--- src/design/rvd_pkg.sv ---
// Shared types, constants and helper functions for the ripple vertex displacement block.
package rvd_pkg;

    localparam int GRID_COLS        = 64;
    localparam int GRID_ROWS        = 64;
    localparam int AMPLITUDE_CHANGE = 0;

    localparam logic [10:0] GRID_COLS_LIM = 11'(GRID_COLS);
    localparam logic [10:0] GRID_ROWS_LIM = 11'(GRID_ROWS);
    localparam logic [31:0] AMP_CHG_MAG   =
        32'(AMPLITUDE_CHANGE < 0 ? -AMPLITUDE_CHANGE : AMPLITUDE_CHANGE);
    localparam logic        AMP_CHG_NEG   = (AMPLITUDE_CHANGE < 0);

    localparam logic [31:0] PHASE_K    = 32'd68356528;
    localparam logic [31:0] SIN_A      = 32'd1686629713;
    localparam logic [31:0] SIN_B      = 32'd693598668;
    localparam logic [31:0] SIN_C      = 32'd80710779;
    localparam logic [31:0] ONE30      = 32'h4000_0000;
    localparam logic [30:0] MAX_RADIUS = 31'h7FFF_FFFF;

    localparam logic [3:0] REG_CENTER_X       = 4'd0;
    localparam logic [3:0] REG_CENTER_Y       = 4'd1;
    localparam logic [3:0] REG_DRIFT_X        = 4'd2;
    localparam logic [3:0] REG_DRIFT_Y        = 4'd3;
    localparam logic [3:0] REG_BASE_RADIUS    = 4'd4;
    localparam logic [3:0] REG_RADIUS_CHANGE  = 4'd5;
    localparam logic [3:0] REG_BASE_AMPLITUDE = 4'd6;
    localparam logic [3:0] REG_WAVE_COUNT     = 4'd7;

    typedef struct packed {
        logic [6:0]         col;
        logic [6:0]         row;
        logic signed [31:0] vertex_x;
        logic signed [31:0] vertex_y;
        logic signed [31:0] vertex_z;
        logic [15:0]        time_fraction;
        logic [15:0]        amp_rate;
        logic               frame_end;
    } t_in_item;

    typedef struct packed {
        logic [6:0]         out_col;
        logic [6:0]         out_row;
        logic signed [31:0] displaced_z;
        logic               frame_done;
    } t_out_item;

    typedef struct packed {
        t_in_item item;
        logic     on_grid;
    } t_job;

    typedef struct packed {
        logic full;
        logic empty;
    } t_q_stat;

    typedef enum logic [4:0] {
        B_IDLE, B_CHK, B_SQX, B_SQY, B_SQRT, B_LEN, B_DIV, B_RATE,
        B_PH1, B_PH2, B_U2, B_S1, B_S2, B_S3, B_P1, B_P2, B_P3, B_Z,
        B_FE, B_FX, B_FY, B_FR, B_FA, B_DONE
    } t_bstate;

    function automatic logic [31:0] mag32(input logic signed [31:0] x);
        mag32 = x[31] ? (32'd0 - 32'(x)) : 32'(x);
    endfunction

    function automatic logic [31:0] sat32(input logic signed [34:0] v);
        if (v > 35'sd2147483647) begin
            sat32 = 32'h7FFF_FFFF;
        end else if (v < -35'sd2147483648) begin
            sat32 = 32'h8000_0000;
        end else begin
            sat32 = v[31:0];
        end
    endfunction

endpackage

--- src/design/rvd_queue.sv ---
// Two-entry job queue between the front and back parts.
module rvd_queue (
    input  logic          i_clk,
    input  logic          i_rst_n,
    input  logic          i_push,
    input  rvd_pkg::t_job i_job,
    input  logic          i_pop,
    output rvd_pkg::t_job o_job,
    output rvd_pkg::t_q_stat o_stat
);
    rvd_pkg::t_job r_mem [2];
    logic       r_wp, r_rp;
    logic [1:0] r_cnt;
    logic       do_push, do_pop;

    assign do_push = i_push && (r_cnt != 2'd2);
    assign do_pop  = i_pop && (r_cnt != 2'd0);
    assign o_stat.full  = (r_cnt == 2'd2);
    assign o_stat.empty = (r_cnt == 2'd0);
    assign o_job = r_mem[r_rp];

    always_ff @(posedge i_clk) begin
        if (do_push) begin
            r_mem[r_wp] <= i_job;
        end
    end

    always_ff @(posedge i_clk) begin
        if (!i_rst_n) begin
            r_wp  <= 1'b0;
            r_rp  <= 1'b0;
            r_cnt <= 2'd0;
        end else begin
            if (do_push) begin
                r_wp <= ~r_wp;
            end
            if (do_pop) begin
                r_rp <= ~r_rp;
            end
            r_cnt <= r_cnt + 2'(do_push) - 2'(do_pop);
        end
    end
endmodule

--- config.mk ---
export PLATFORM = sky130hd
export DESIGN_NAME = rvd_queue
export DESIGN_NICKNAME = d
export VERILOG_FILES = /design/src/design/rvd_pkg.sv /design/src/design/rvd_queue.sv
export SDC_FILE = /design/constraint.sdc
export NUM_CORES = 1
export LEC_CHECK = 0
export BUFFER_PORTS_ARGS = -buffer_cell sky130_fd_sc_hd__buf_2
export CAP_MARGIN = 20
export CORE_ASPECT_RATIO = 0.7
export CORE_MARGIN = 2
export CORE_UTILIZATION = 40
export CTS_CLUSTER_DIAMETER = 120
export DETAILED_ROUTE_END_ITERATION = 8
export GPL_ROUTABILITY_DRIVEN = 0
export PLACE_DENSITY = 0.61
export SYNTH_ARGS = -nofsm -noshare
export SYNTH_HDL_FRONTEND = slang
export SYNTH_SLANG_ARGS = --single-unit
--- constraint.sdc ---
create_clock -name i_clk -period 10.2 [get_ports i_clk]
set_clock_uncertainty 0.15 [all_clocks]
set_input_delay 1.53 -clock i_clk [delete_from_list [all_inputs] [get_ports i_clk]]
set_output_delay 1.53 -clock i_clk [all_outputs]
set_load 0.01 [all_outputs]
==> impl_metrics.yaml, run 1 <==
sta:
  fin_ws_ns: 5.763
  hold_viol: 0
  rsz0062_at_grt: "false"
  setup_viol: 0
  final.setup.tns_ns: 0
  tightest_slew_ns: 0.8008
  final.period_utilization_pct: 43.50
  slew_headroom_pct: 46.62
  finalWorstPathRequiredPeriod_ns: 4.437
  slew_violations: 0
  fmax_ghz: 0.2254
logic_synthesis:
  async_flop_share_pct: 0
  synth_nets: 625
  syn_area_um2: 10860
  synth_ff_type: "edfxtp_1"
  ys_seq_elements: 293
  synth_edf_count: 288
  synth_top_area_share_pct: 79.64
  synth_cell_types: 18
  avgSynthCellArea_um2: 22.86
  yosys_warnings: 0
  synth_top_cell_by_area: "edfxtp_1"
  ys_top_cells_by_count: "edfxtp_1, mux2_2, mux2_4"
  synthCells: 475
  ys_top_cells_by_area: "edfxtp_1, mux2_2, mux2_4"
  synth_most_common_cell: "edfxtp_1"
  yosysSeqAreaShare_pct: 80.56
cts:
  tritoncts: "done"
  cts_max_level: 1
  clock-sinks: 293
  cts_hold_buf: 0
  cts_made_buffers: 29
  clk_pin_slew_ns: 0.06
  cts_setup_buffers: 0
  cts.repair.resized: 0
  worst_skew_pair.late_latency_ns: 0.53
  cts_root_buf: "clkbuf_16"
  cts_buffer_depth: 3
place:
  place_area_um2: 12720
  pre_cts_slack_ns: 6.301
  dpl.hpwl_mm: 14.66
  io_buffers: 293
setup_path:
  cp.required_ns: 8.52
  startpoint_type: "flip-flop"
  end_kind: "output port"
  cp_max_fo: 53
  worstPathArrival_ns: 2.76
  critical_path_class: "flip-flop to output port"
routing:
  avgViaCountPerCell: 4.657
  drc: 0
  num_vias: 5481
  ant_nets: 0
  drt_iter0_markers: 217
  wl_mm: 21.74
  firstDrtPassIters: 4
  drt-wirelength-per-cell_um: 18.47
run:
  drv_cap: 0
power_and_ir_drop:
  pwr_density_cell_nw_per_um2: 262.4
  leakage_nw: 5.203
  vdd_ir_drop_max_mv: 0.1594
  report.power.total_w: 0.003585
global_routing:
  track_usage_pct: 14.77
  grt_overflow: 0
  antenna_found_initial: 3
  grt_pass1_vias: 5729
  grt_max_degree: 59
  grt_first_pass_wirelength_mm: 32.57
layout:
  drive_gt1_share_pct: 60.79
  fillCellCount: 2185
  design_area_um2: 13670
  utilization_pct: 51.16
  nets: 940
  area_growth_pct: 25.84
floorplanning:
  num_rows: 50
  die-area_um2: 28500
  die_h_um: 141.9
  coreArea_um2: 26710
  initial_core_util_pct: 40.65
  die_x_um: 200.9
  ios: 294
min_path:
  hp-class: "flip-flop to flip-flop"
outcome:
  status: "finished clean"
## per-layer routing
metal	vias to the layer above	wire length, um	share of wire [%]	track usage, %
li1	2523	-	-	-
met5	-	27	0.12	0
met1	2696	9524	44	19.68
met4	4	368	1.7	3.587
met3	35	1925	8.9	5.604
met2	223	9891	46	23.04
## logic make-up after synthesis
group	Yosys count	share of synthesized area, %
flip-flops	293	80.56
buffers and inverters	19	1.302
XOR/XNOR	2	0.1613
adder cells (fa/ha/maj)	2	0.2304
AND/OR/NAND/NOR	13	0.5761
AO/OA/AOI/OAI	1	0.06916
multiplexers	145	17.10
## critical path: stages, from the launching register on
cell and delay [ns]:
dfxtp_4 0.86, buf_4 0.72, mux2_2 0.43, buf_2 0.15
## cells in the final DEF (no fill, tap or decap), types with 2 or more instances in the layout
cell        count
buf_2         293
edfxtp_1      288
mux2_2         84
mux2_4         60
clkbuf_16      29
clkinv_2       10
buf_4           7
nor2_1          4
clkinv_1        4
bufinv_16       4
dfxtp_1         4
inv_1           3
clkinvlp_4      3
diode_2         2
nand2b_1        2
nand2_1         2
and2_1          2
ha_1            2
clkbuf_1        2
## cell type report
| cell class | count | area, um^2 | area share [%] |
|---|---|---|---|
| Sequential cell | 293 | 8752 | 64.05 |
| Multi-Input combinational cell | 163 | 1982 | 14.50 |
| Timing Repair Buffer | 300 | 1519 | 11.12 |
| Clock buffer | 31 | 733.2 | 5.365 |
| Tap cell | 364 | 455.4 | 3.333 |
| Clock inverter | 21 | 207.7 | 1.520 |
| Inverter | 3 | 11.26 | 0.08240 |
| Antenna cell | 2 | 5.005 | 0.03662 |
## report_power, final
part	total (W)	switching (W)	leakage [nW]	internal, W
sequential	0.00164	0.0000816	2.73	0.00155
combinational	0.000906	0.000464	2.01	0.000442
clock	0.00104	0.000425	0.462	0.000619
## state kept, by name (all words and copies together) (netlist names), named ones only
signal,count
r_wp,1
r_rp,1
r_mem,288
r_cnt,2
## worst paths after layout
kind                                start     endpoint  slack [ns]  cells past startpoint
worst max-delay path            flip-flop    o_job[48]        5.76                      3
worst min-delay path                 r_rp         r_rp        0.37                      2
worst max register to register   r_cnt[0]  r_mem[0][1]        7.64                      5
worst min register to register       r_rp         r_rp        0.37                      2
## through the flow
| step | instances | hold slack (ns) |
|---|---|---|
| final | 1177 | 0.3723 |
| after global routing | 1176 | 0.4259 |
| after global placement | 1123 | 0.3478 |
| after CTS | 1175 | 0.3804 |
| after floorplan | 475 | 0.3049 |
| after detailed placement | 1123 | 0.3663 |
(Power assumes the default switching activity.)
==> run 2: changes to the inputs <==
--- a/config.mk
+++ b/config.mk
@@ -13,7 +13,7 @@
 export CTS_CLUSTER_DIAMETER = 120
 export DETAILED_ROUTE_END_ITERATION = 8
 export GPL_ROUTABILITY_DRIVEN = 0
-export PLACE_DENSITY = 0.61
+export PLACE_DENSITY = 0.63
 export SYNTH_ARGS = -nofsm -noshare
 export SYNTH_HDL_FRONTEND = slang
 export SYNTH_SLANG_ARGS = --single-unit
==> constraint.sdc (replaced) <==
create_clock -name i_clk -period 3.95 [get_ports i_clk]
set_clock_uncertainty 0.15 [all_clocks]
set_input_delay 0.5925 -clock i_clk [delete_from_list [all_inputs] [get_ports i_clk]]
set_output_delay 0.5925 -clock i_clk [all_outputs]
set_load 0.01 [all_outputs]
==> run 2 against run 1 <==
Utilization decreased by 0.21 points. Final area decreased by 0.40%. Clock power increased by 130%. First-iteration DRC count increased by 27%. Hold slack got worse by 0.29 ns. Register-to-register slack got worse by 5.8 ns. Via count decreased by 1.8%. Die area unchanged. Critical path type unchanged. Largest power group unchanged.
==> impl_metrics.yaml, run 2 (same netlist as run 1, synthesis figures left out) <==
setup_path:
  rrSetupSlack_ns: 1.85
  path_buf_inv: 2
  end_kind: "output port"
  startpoint_type: "flip-flop"
  crit_slowest_cell: "dfxtp_4"
  worstPathArrival_ns: 2.32
  critical_path_class: "flip-flop to output port"
  crit_family: "flip-flops"
  rr_worst_depth: 3
  crit_cells: 3
  cp.required_ns: 3.21
  worstPathCellList: "buf_4 > mux2_2 > buf_2"
  max_stage_delay_ns: 0.67
  cp_max_fo: 36
routing:
  drt-wirelength-per-cell_um: 17.72
  drt_iter0_markers: 276
  ant_nets: 0
  firstDrtPassIters: 4
  drc: 0
  num_vias: 5385
  wl_mm: 20.82
  avgViaCountPerCell: 4.583
sta:
  hold_viol: 0
  slew_headroom_pct: 47.79
  tightest_slew_ns: 0.7831
  rsz0062_at_grt: "false"
  finalWorstPathRequiredPeriod_ns: 3.065
  fin_hold_ws_ns: 0.08546
  fmax_ghz: 0.3263
  final.period_utilization_pct: 77.60
  final.setup.tns_ns: 0
  setup_viol: 0
  slew_violations: 0
power_and_ir_drop:
  vdd_ir_drop_max_mv: 0.3843
  leakage_nw: 5.179
  pwr_density_cell_nw_per_um2: 661.6
min_path:
  hp-class: "input pin to flip-flop"
  holdPathStages: 1
layout:
  largest_register_ffs: 288
  nets: 941
  layout_commonest_cell: "buf_2"
  utilization_pct: 50.95
  drive_gt1_share_pct: 60.40
  area_growth_pct: 25.34
  final_cell_mix: "buf_2, edfxtp_1, mux2_2"
  top_regs: "r_mem x288, r_cnt x2"
  largest-register: "r_mem"
  fillCellCount: 2263
cts:
  cts_setup_buffers: 0
  cts_root_buf: "clkbuf_16"
  cts_max_level: 1
  clk_pin_slew_ns: 0.06
  worst_skew_pair.late_latency_ns: 0.54
  tritoncts: "done"
  cts_buffer_depth: 3
  cts.repair.resized: 0
  clock-sinks: 293
  cts_hold_buf: 0
  cts_made_buffers: 28
floorplanning:
  coreArea_um2: 26710
  num_rows: 50
  die_h_um: 141.9
  die-area_um2: 28500
  die_x_um: 200.9
  ios: 294
  initial_core_util_pct: 40.65
global_routing:
  grt_first_pass_wirelength_mm: 31.24
  grt_overflow: 0
  track_usage_pct: 14.28
  grt_max_degree: 55
  antenna_found_initial: 3
  grt_pass1_vias: 5460
place:
  dpl.hpwl_mm: 13.84
  io_buffers: 293
outcome:
  status: "finished clean"
run:
  drv_cap: 0
## run 2: worst paths after layout
check                                from           end
worst max-delay path            flip-flop     o_job[20]
worst min-delay path            i_job[28]  r_mem[1][28]
worst max register to register   r_cnt[0]  r_mem[1][13]
worst min register to register       r_rp     flip-flop
## run 2: area by class of cell
class | instances | area (um^2) | share of cell area [%]
timing repair buffer | 302 | 1572 | 11.55
clock inverter | 15 | 93.84 | 0.6895
tap | 364 | 455.4 | 3.346
sequential | 293 | 8752 | 64.30
inverter | 3 | 11.26 | 0.08274
clock buffer | 32 | 737.0 | 5.415
multi-input combinational | 163 | 1982 | 14.56
antenna | 3 | 7.507 | 0.05516
## run 2: worst register-to-register path: stages, from the launching register on
cell	delay, ns
dfxtp_1	0.36
nand2b_1	0.17
and3_4	0.67
buf_12	0.38
## run 2: per-layer routing
metal	vias up	share of wire (%)	track usage [%]
li1	2525	-	-
met1	2611	45	19.17
met2	205	43	21.31
met3	42	9.6	5.926
met4	2	2.5	4.250
met5	-	0.062	0
## run 2: stage by stage
| stage | setup slack [ns] | std cells | power [W] | instance area (um^2) |
|---|---|---|---|---|
| finish | 0.8849 | 1175 | 0.009005 | 13610 |
| global route | 0.7565 | 1173 | 0.009438 | 13610 |
| CTS | 0.8081 | 1172 | 0.009154 | 13600 |
| detailed placement | 1.399 | 1125 | 0.006686 | 12770 |
| global placement | 1.431 | 1125 | 0.006666 | 12770 |
| floorplan | 0.5256 | 475 | 0.005803 | 10870 |
## run 2: power breakdown
| group | switching, W | total (W) | internal [W] |
|---|---|---|---|
| Sequential | 0.000170 | 0.00418 | 0.00401 |
| Combinational | 0.00122 | 0.00239 | 0.00116 |
| Clock | 0.00105 | 0.00244 | 0.00139 |
