**src/design/rvd_pkg.sv**
```systemverilog
// Shared types, constants and helper functions for the ripple vertex displacement block.
package rvd_pkg;

    localparam int GRID_COLS        = 64;
    localparam int GRID_ROWS        = 64;
    localparam int AMPLITUDE_CHANGE = 0;

    localparam logic [10:0] GRID_COLS_LIM = 11'(GRID_COLS);
    localparam logic [10:0] GRID_ROWS_LIM = 11'(GRID_ROWS);
    localparam logic [31:0] AMP_CHG_MAG   =
        32'(AMPLITUDE_CHANGE < 0 ? -AMPLITUDE_CHANGE : AMPLITUDE_CHANGE);
    localparam logic        AMP_CHG_NEG   = (AMPLITUDE_CHANGE < 0);

    localparam logic [31:0] PHASE_K    = 32'd68356528;
    localparam logic [31:0] SIN_A      = 32'd1686629713;
    localparam logic [31:0] SIN_B      = 32'd693598668;
    localparam logic [31:0] SIN_C      = 32'd80710779;
    localparam logic [31:0] ONE30      = 32'h4000_0000;
    localparam logic [30:0] MAX_RADIUS = 31'h7FFF_FFFF;

    localparam logic [3:0] REG_CENTER_X       = 4'd0;
    localparam logic [3:0] REG_CENTER_Y       = 4'd1;
    localparam logic [3:0] REG_DRIFT_X        = 4'd2;
    localparam logic [3:0] REG_DRIFT_Y        = 4'd3;
    localparam logic [3:0] REG_BASE_RADIUS    = 4'd4;
    localparam logic [3:0] REG_RADIUS_CHANGE  = 4'd5;
    localparam logic [3:0] REG_BASE_AMPLITUDE = 4'd6;
    localparam logic [3:0] REG_WAVE_COUNT     = 4'd7;

    typedef struct packed {
        logic [6:0]         col;
        logic [6:0]         row;
        logic signed [31:0] vertex_x;
        logic signed [31:0] vertex_y;
        logic signed [31:0] vertex_z;
        logic [15:0]        time_fraction;
        logic [15:0]        amp_rate;
        logic               frame_end;
    } t_in_item;

    typedef struct packed {
        logic [6:0]         out_col;
        logic [6:0]         out_row;
        logic signed [31:0] displaced_z;
        logic               frame_done;
    } t_out_item;

    typedef struct packed {
        t_in_item item;
        logic     on_grid;
    } t_job;

    typedef struct packed {
        logic full;
        logic empty;
    } t_q_stat;

    typedef enum logic [4:0] {
        B_IDLE, B_CHK, B_SQX, B_SQY, B_SQRT, B_LEN, B_DIV, B_RATE,
        B_PH1, B_PH2, B_U2, B_S1, B_S2, B_S3, B_P1, B_P2, B_P3, B_Z,
        B_FE, B_FX, B_FY, B_FR, B_FA, B_DONE
    } t_bstate;

    function automatic logic [31:0] mag32(input logic signed [31:0] x);
        mag32 = x[31] ? (32'd0 - 32'(x)) : 32'(x);
    endfunction

    function automatic logic [31:0] sat32(input logic signed [34:0] v);
        if (v > 35'sd2147483647) begin
            sat32 = 32'h7FFF_FFFF;
        end else if (v < -35'sd2147483648) begin
            sat32 = 32'h8000_0000;
        end else begin
            sat32 = v[31:0];
        end
    endfunction

endpackage

```
**src/design/rvd_front.sv**
```systemverilog
// Front part: accepts vertices, classifies grid position, feeds the queue.
module rvd_front (
    input  logic              i_clk,
    input  logic              i_rst_n,
    input  logic              i_valid,
    output logic              o_stall,
    input  rvd_pkg::t_in_item i_item,
    input  rvd_pkg::t_q_stat  i_q_stat,
    output logic              o_push,
    output rvd_pkg::t_job     o_job
);
    logic          r_valid;
    rvd_pkg::t_job r_job;
    logic          accept;

    assign o_push  = r_valid && !i_q_stat.full;
    assign o_stall = r_valid && i_q_stat.full;
    assign accept  = i_valid && !o_stall;
    assign o_job   = r_job;

    always_ff @(posedge i_clk) begin
        if (!i_rst_n) begin
            r_valid <= 1'b0;
        end else begin
            r_valid <= accept || (r_valid && !o_push);
        end
    end

    always_ff @(posedge i_clk) begin
        if (accept) begin
            r_job.item    <= i_item;
            r_job.on_grid <= ({4'd0, i_item.col} <= rvd_pkg::GRID_COLS_LIM)
                          && ({4'd0, i_item.row} <= rvd_pkg::GRID_ROWS_LIM);
        end
    end
endmodule

```
**config.mk**
```make
export PLATFORM = sky130hd
export DESIGN_NAME = rvd_front
export DESIGN_NICKNAME = d
export VERILOG_FILES = /design/src/design/rvd_pkg.sv /design/src/design/rvd_front.sv
export SDC_FILE = /design/constraint.sdc
export NUM_CORES = 1
export LEC_CHECK = 0
export ABC_CLOCK_PERIOD_IN_PS = 24600
export BUFFER_PORTS_ARGS = -buffer_cell sky130_fd_sc_hd__buf_2
export CORE_AREA = 3 3 114 116
export DETAILED_ROUTE_END_ITERATION = 16
export DIE_AREA = 0 0 117 119
export GPL_ROUTABILITY_DRIVEN = 0
export PLACE_DENSITY_LB_ADDON = 0.1
export SETUP_SLACK_MARGIN = 0.15
export SLEW_MARGIN = 10
export SYNTH_ARGS = -nofsm -noshare
export SYNTH_HDL_FRONTEND = slang
export SYNTH_SLANG_ARGS = --single-unit
export TNS_END_PERCENT = 30
```
**constraint.sdc**
```tcl
create_clock -name i_clk -period 24.6 [get_ports i_clk]
set_input_delay 2.46 -clock i_clk [delete_from_list [all_inputs] [get_ports i_clk]]
set_output_delay 2.46 -clock i_clk [all_outputs]
set_load 0.005 [all_outputs]
```
==> impl_summary.log, run 1 <==
INFO  metric cts_buffers = 17
INFO  metric pwr_density_cell = ~90 nW/um^2
INFO  metric worst_r2r_startpoint = r_valid
INFO  metric port_buffers = approximately 290
INFO  metric synthDistinctLibCells = 11
INFO  metric cts_root_buffer = clkbuf_16
INFO  metric synth_fp_nets = around 300
INFO  metric grt_antenna_before_repair = 2
INFO  metric cts-root-to-sink-buffers = 2
INFO  metric dr_wl_met2 = 5.70 mm
INFO  metric p_leak = between 2 and 3 nW
INFO  metric yosys.area.top_type_share = approximately 98%
INFO  metric totalWireLength = 10.7 mm
INFO  metric syn-mean-instance-area = roughly 28 um^2
INFO  metric layout.cells.most_common_list = buf_2, edfxtp_1, clkbuf_16
INFO  metric run_status = completed
INFO  metric rows = 40
INFO  metric chipHeight = ~120 um
INFO  metric number_of_instances_in_the_synthesized_netlist = around 160
INFO  metric grt_setup_unrepaired = no
INFO  metric global_route_wire_length_before_repair = about 15 mm
INFO  metric placedCellCount = a little under 600
INFO  metric relSlewSlack = 40.8%
INFO  metric ys_top_cells_by_area = edfxtp_1, dfxtp_1, nor2b_1
INFO  metric clock.fmax = approximately 190 MHz
INFO  metric dieArea = between 10000 and 15000 um^2
INFO  metric footprint_of_the_multi_input_gates = a little over 70 um^2
INFO  metric m1WireLength = around 3.5 mm
INFO  metric place_area = between 6000 and 7000 um^2
INFO  metric floorplan.initialDensity = between 30 and 40%
INFO  metric start_kind = input pin
INFO  metric yosys_register_bits = roughly 150
INFO  metric chipWidth = 117 um
INFO  metric worstHoldPathCells = 2
INFO  metric num_vias = about 2800
INFO  metric drt_first_pass_iters = 4
INFO  metric sequential_cell_area = approximately 4300 um^2
INFO  metric pin_count = slightly below 300
INFO  metric drcViolationCount = 0
INFO  metric met3RoutedLength = 1.11 mm
INFO  metric final.setup_skew = ~4.4 ps
INFO  metric clk_pin_slew_worst_paths = around 50 ps
INFO  metric timing.critical_path.to_type = output pin
INFO  metric final_cells = about 630
INFO  metric timing.final.crit_share = 21.8%
INFO  metric hold_class = reg2reg
INFO  metric worstMarginPinSlew = 888 ps
INFO  metric hold_viol = 0
INFO  metric first_global_vias = 2966
INFO  metric vdd_drop_max = roughly 0.000055 V
INFO  metric ys.warnings.count = 0
INFO  metric num_antenna_cells = 0
INFO  metric cts_sinks = 145
INFO  metric grt_start_max_net_pins = between 70 and 80
INFO  metric netlist.top_cell.by_area = edfxtp_1
INFO  metric postCtsHoldBufs = 0
INFO  metric worstSkewPairLatency = between 400 and 500 ps
INFO  metric cap_viol_max_count = 0
INFO  metric worst-r2r-setup-slack = roughly 23000 ps
INFO  metric ant_nets = 0
INFO  metric cts_tree = yes
INFO  metric crit_end = o_stall
INFO  metric number_of_h_tree_levels = 4
INFO  metric setup-tns-final = 0 ps
INFO  metric fin_nets = between 600 and 700
INFO  metric grt_remaining_overflow = 0
INFO  metric r2r_cells = 3
INFO  metric yosysSeqAreaShare = 98.5%
INFO  metric worstPathArrival = approximately 2900 ps
INFO  metric stdcell_area = approximately 6700 um^2
INFO  metric layout.cells.most_common = buf_2
INFO  metric routedWlPerCell = between 15 and 20 um
INFO  metric place.detailed.hpwl = just over 8 mm
INFO  metric fill_cells = slightly above 1000
INFO  metric cp_data_required_time = approximately 22000 ps
INFO  metric setup_ws = a little under 20000 ps
INFO  metric setup_violations = 0
INFO  metric viasPerCell = 4.39
INFO  metric total_power = ~0.60 mW
INFO  metric areaGrowthSynthToFinish = 51.9%
INFO  metric worstReg2RegEnd = o_job[79]
INFO  metric gates_resized_cts_repair = 0
INFO  metric track_usage = between 10% and 20%
INFO  metric post_cts.repair.setup_buffers = 0
INFO  metric syn_area = between 4000 and 5000 um^2
INFO  metric min_period = roughly 5400 ps
INFO  metric timing_worst_setup_path_type = in2out
INFO  metric preCtsSetupSlack = 19230 ps
INFO  metric route.top_layer_used = met5
INFO  metric initial_drc_count = 135
INFO  metric post_route_cells_drive_above_1_share = about two thirds
INFO  metric final_max_slew_viol_count = 0
INFO  metric core = 12000 um^2
INFO  metric worstSetupStartpoint = i_q_stat[1]
INFO  metric crit_path_max_fanout = 3
==> area by class of cell <==
| type | instances | share of cell area [%] |
|---|---|---|
| clock buffers | 18 | 6.41 |
| clock inverters | 13 | 2.88 |
| well taps | 147 | 2.75 |
| repair buffers | 294 | 22.0 |
| multi-input cells | 10 | 1.08 |
| flip-flops and latches | 145 | 64.8 |
==> cells in the mapped netlist <==
master / number
a21oi_2: 1
o21a_1: 1
and2_1: 1
dfxtp_1: 1
nor2_1: 1
nand2_1: 1
nor4_1: 1
or4_1: 1
o31a_1: 1
nor2b_1: 2
edfxtp_1: 144
==> worst min path at each step <==
stage / startpoint / end / slack [ps]
floorplan: r_valid / r_valid / 590
global placement: r_valid / r_valid / 680
detailed placement: r_valid / r_valid / 690
CTS: r_valid / r_valid / 710
global route: r_valid / r_valid / 740
finish: r_valid / r_valid / 690
==> sequential cells by signal, summed over array words and instances, names as in the netlist <==
name and cells:
o_job 144, r_valid 1
==> logic make-up after synthesis <==
kind of cell / after synthesis / synth area share, %
DFF: 145 / 98.5
AOI/OAI and AO/OA: 3 / 0.568
and+or+nand+nor: 7 / 0.908
==> through the flow <==
step | util (%) | hold WS, ps
4_1_cts | 55.8 | 706
6_report | 55.8 | 695
3_5_place_dp | 50.6 | 690
5_1_grt | 55.8 | 737
3_3_place_gp | 50.6 | 678
2_1_floorplan | - | 588
==> power by group <==
| part | switching [mW] | internal (mW) |
|---|---|---|
| Combinational | 0.0173 | 0.0173 |
| Clock | 0.0905 | 0.178 |
| Sequential | 0.00311 | 0.289 |
==> critical path, stage by stage <==
cell    delay [ps]
buf_2          100
and2_1         200
buf_2          150
==> layer usage <==
metal | global-route usage, % | vias to the layer above
met3 | 7.77 | 33
met5 | 0 | -
met1 | 14.0 | 1284
li1 | - | 1260
met2 | 26.8 | 169
met4 | 9.10 | 4
No activity file was read; power rests on OpenSTA's default activity.
==> run 2, diff against run 1 <==
- ABC_CLOCK_PERIOD_IN_PS: 24600 -> 5420
- CORE_AREA: 3 3 114 116 -> 3 3 115 117
- DIE_AREA: 0 0 117 119 -> 0 0 118 120
- clock period: 24.6 -> 5.42 ns (I/O delays scaled with it)
==> run 2 against run 1 <==
Power increased to 4.5 times the previous value; highest routed layer unchanged; first-iteration DRC count increased by 1.5%; critical path depth unchanged; combinational power increased to 4.6 times the previous value; critical path type is now reg2reg; setup slack got worse by 16000 ps.
==> impl_summary.log, run 2 (synthesis results as in run 1) <==
INFO  metric utilization = roughly 54%
INFO  metric cts_buffers = 17
INFO  metric totalWireLength = 10.8 mm
INFO  metric worstPathArrival = ~1900 ps
INFO  metric pin_count = 294
INFO  metric grt_start_max_net_pins = between 80 and 90
INFO  metric cts_tree = yes
INFO  metric cts_sinks = between 100 and 150
INFO  metric num_antenna_cells = 0
INFO  metric port_buffers = 292
INFO  metric cp_data_required_time = 5440 ps
INFO  metric vdd_drop_max = around 0.00022 V
INFO  metric first_global_vias = 2812
INFO  metric drt_first_pass_iters = 4
INFO  metric routedWlPerCell = 16.6 um
INFO  metric clock.fmax = between 500 and 600 MHz
INFO  metric worstSkewPairLatency = between 400 and 500 ps
INFO  metric floorplan.initialDensity = 35.4%
INFO  metric num_vias = roughly 2700
INFO  metric chipWidth = between 100 and 150 um
INFO  metric place_area = 6110 um^2
INFO  metric final_max_slew_viol_count = 0
INFO  metric layout.cells.most_common_list = buf_2, edfxtp_1, clkbuf_16
INFO  metric rows = just over 40
INFO  metric place.detailed.hpwl = 8.33 mm
INFO  metric core = 12500 um^2
INFO  metric number_of_h_tree_levels = 4
INFO  metric r2r_cells = 3
INFO  metric grt_setup_unrepaired = no
INFO  metric layout.cells.most_common = buf_2
INFO  metric run_status = completed
INFO  metric grt_remaining_overflow = 0
INFO  metric hold_class = in2reg
INFO  metric crit_path_max_fanout = 87
INFO  metric track_usage = 15.1%
INFO  metric grt_antenna_before_repair = 1
INFO  metric sequential_cell_area = around 4300 um^2
INFO  metric worst-r2r-setup-slack = 3550 ps
INFO  metric global_route_wire_length_before_repair = approximately 15 mm
INFO  metric setup-tns-final = 0 ps
INFO  metric gates_resized_cts_repair = 0
INFO  metric timing_worst_setup_path_type = reg2reg
INFO  metric footprint_of_the_multi_input_gates = roughly 73 um^2
INFO  metric setup_violations = 0
INFO  metric clk_pin_slew_worst_paths = ~60 ps
INFO  metric postCtsHoldBufs = 0
INFO  metric relSlewSlack = between 20% and 30%
INFO  metric drcViolationCount = 0
INFO  metric hold_viol = 0
INFO  metric fill_cells = between 1000 and 1500
INFO  metric largest_register_ff_count = 144
INFO  metric timing.critical_path.to_type = register
INFO  metric post_route_cells_drive_above_1_share = about two thirds
INFO  metric p_leak = about 2.9 nW
INFO  metric worstMarginPinSlew = around 1100 ps
INFO  metric total_power = between 2 and 3 mW
INFO  metric viasPerCell = 4.20
INFO  metric worstHoldPathCells = 1
INFO  metric fin_hold_ws = just over 300 ps
INFO  metric cts_root_buffer = clkbuf_16
INFO  metric start_kind = register
INFO  metric post_cts.repair.setup_buffers = 0
INFO  metric min_period = about 1900 ps
INFO  metric pwr_density_cell = between 400 and 500 nW/um^2
INFO  metric final.setup_skew = between 8 and 9 ps
INFO  metric fin_nets = slightly above 600
INFO  metric areaGrowthSynthToFinish = 52.7%
INFO  metric cap_viol_max_count = 0
INFO  metric ant_nets = 0
INFO  metric chipHeight = ~120 um
INFO  metric cts-root-to-sink-buffers = 2
INFO  metric timing.final.crit_share = 34.4%
INFO  metric initial_drc_count = about 140
INFO  metric stdcell_area = between 6000 and 7000 um^2
INFO  metric dieArea = between 10000 and 15000 um^2
==> run 2: final timing paths <==
| kind | from | to |
|---|---|---|
| min | i_item[40] | o_job[41] |
| max reg2reg | r_valid | o_job[94] |
| max | r_valid | o_job[94] |
| min reg2reg | r_valid | r_valid |
==> run 2: power breakdown <==
part	internal, mW	total (mW)	switching (mW)
Clock	0.808	1.22	0.412
Combinational	0.0784	0.157	0.0786
Sequential	1.31	1.33	0.0140
Total	2.20	2.71	0.505
==> run 2: through the flow <==
stage | setup WS [ps] | cells
floorplan | 481 | 155
global placement | 3220 | 621
detailed placement | 3180 | 621
CTS | 3550 | 653
global route | 3450 | 653
finish | 3550 | 653
==> run 2: final cells by class <==
cell class / count / share of cell area (%)
repair buffers: 294 / 21.9
flip-flops and latches: 145 / 64.5
well taps: 172 / 3.20
multi-input cells: 10 / 1.08
clock inverters: 13 / 2.84
clock buffers: 19 / 6.43
==> run 2: per-layer routing <==
layer	track usage, %	part of all wire [%]	up-vias
met5	0	0.17	-
met4	8.35	2.8	2
met3	9.28	13	25
met2	25.0	50	193
met1	14.4	34	1262
li1	-	-	1261
==> run 2: worst max-delay path: stages (launching register included) <==
cell and delay (ps):
dfxtp_1 300, and2_1 170, nor2b_4 120, buf_4 800
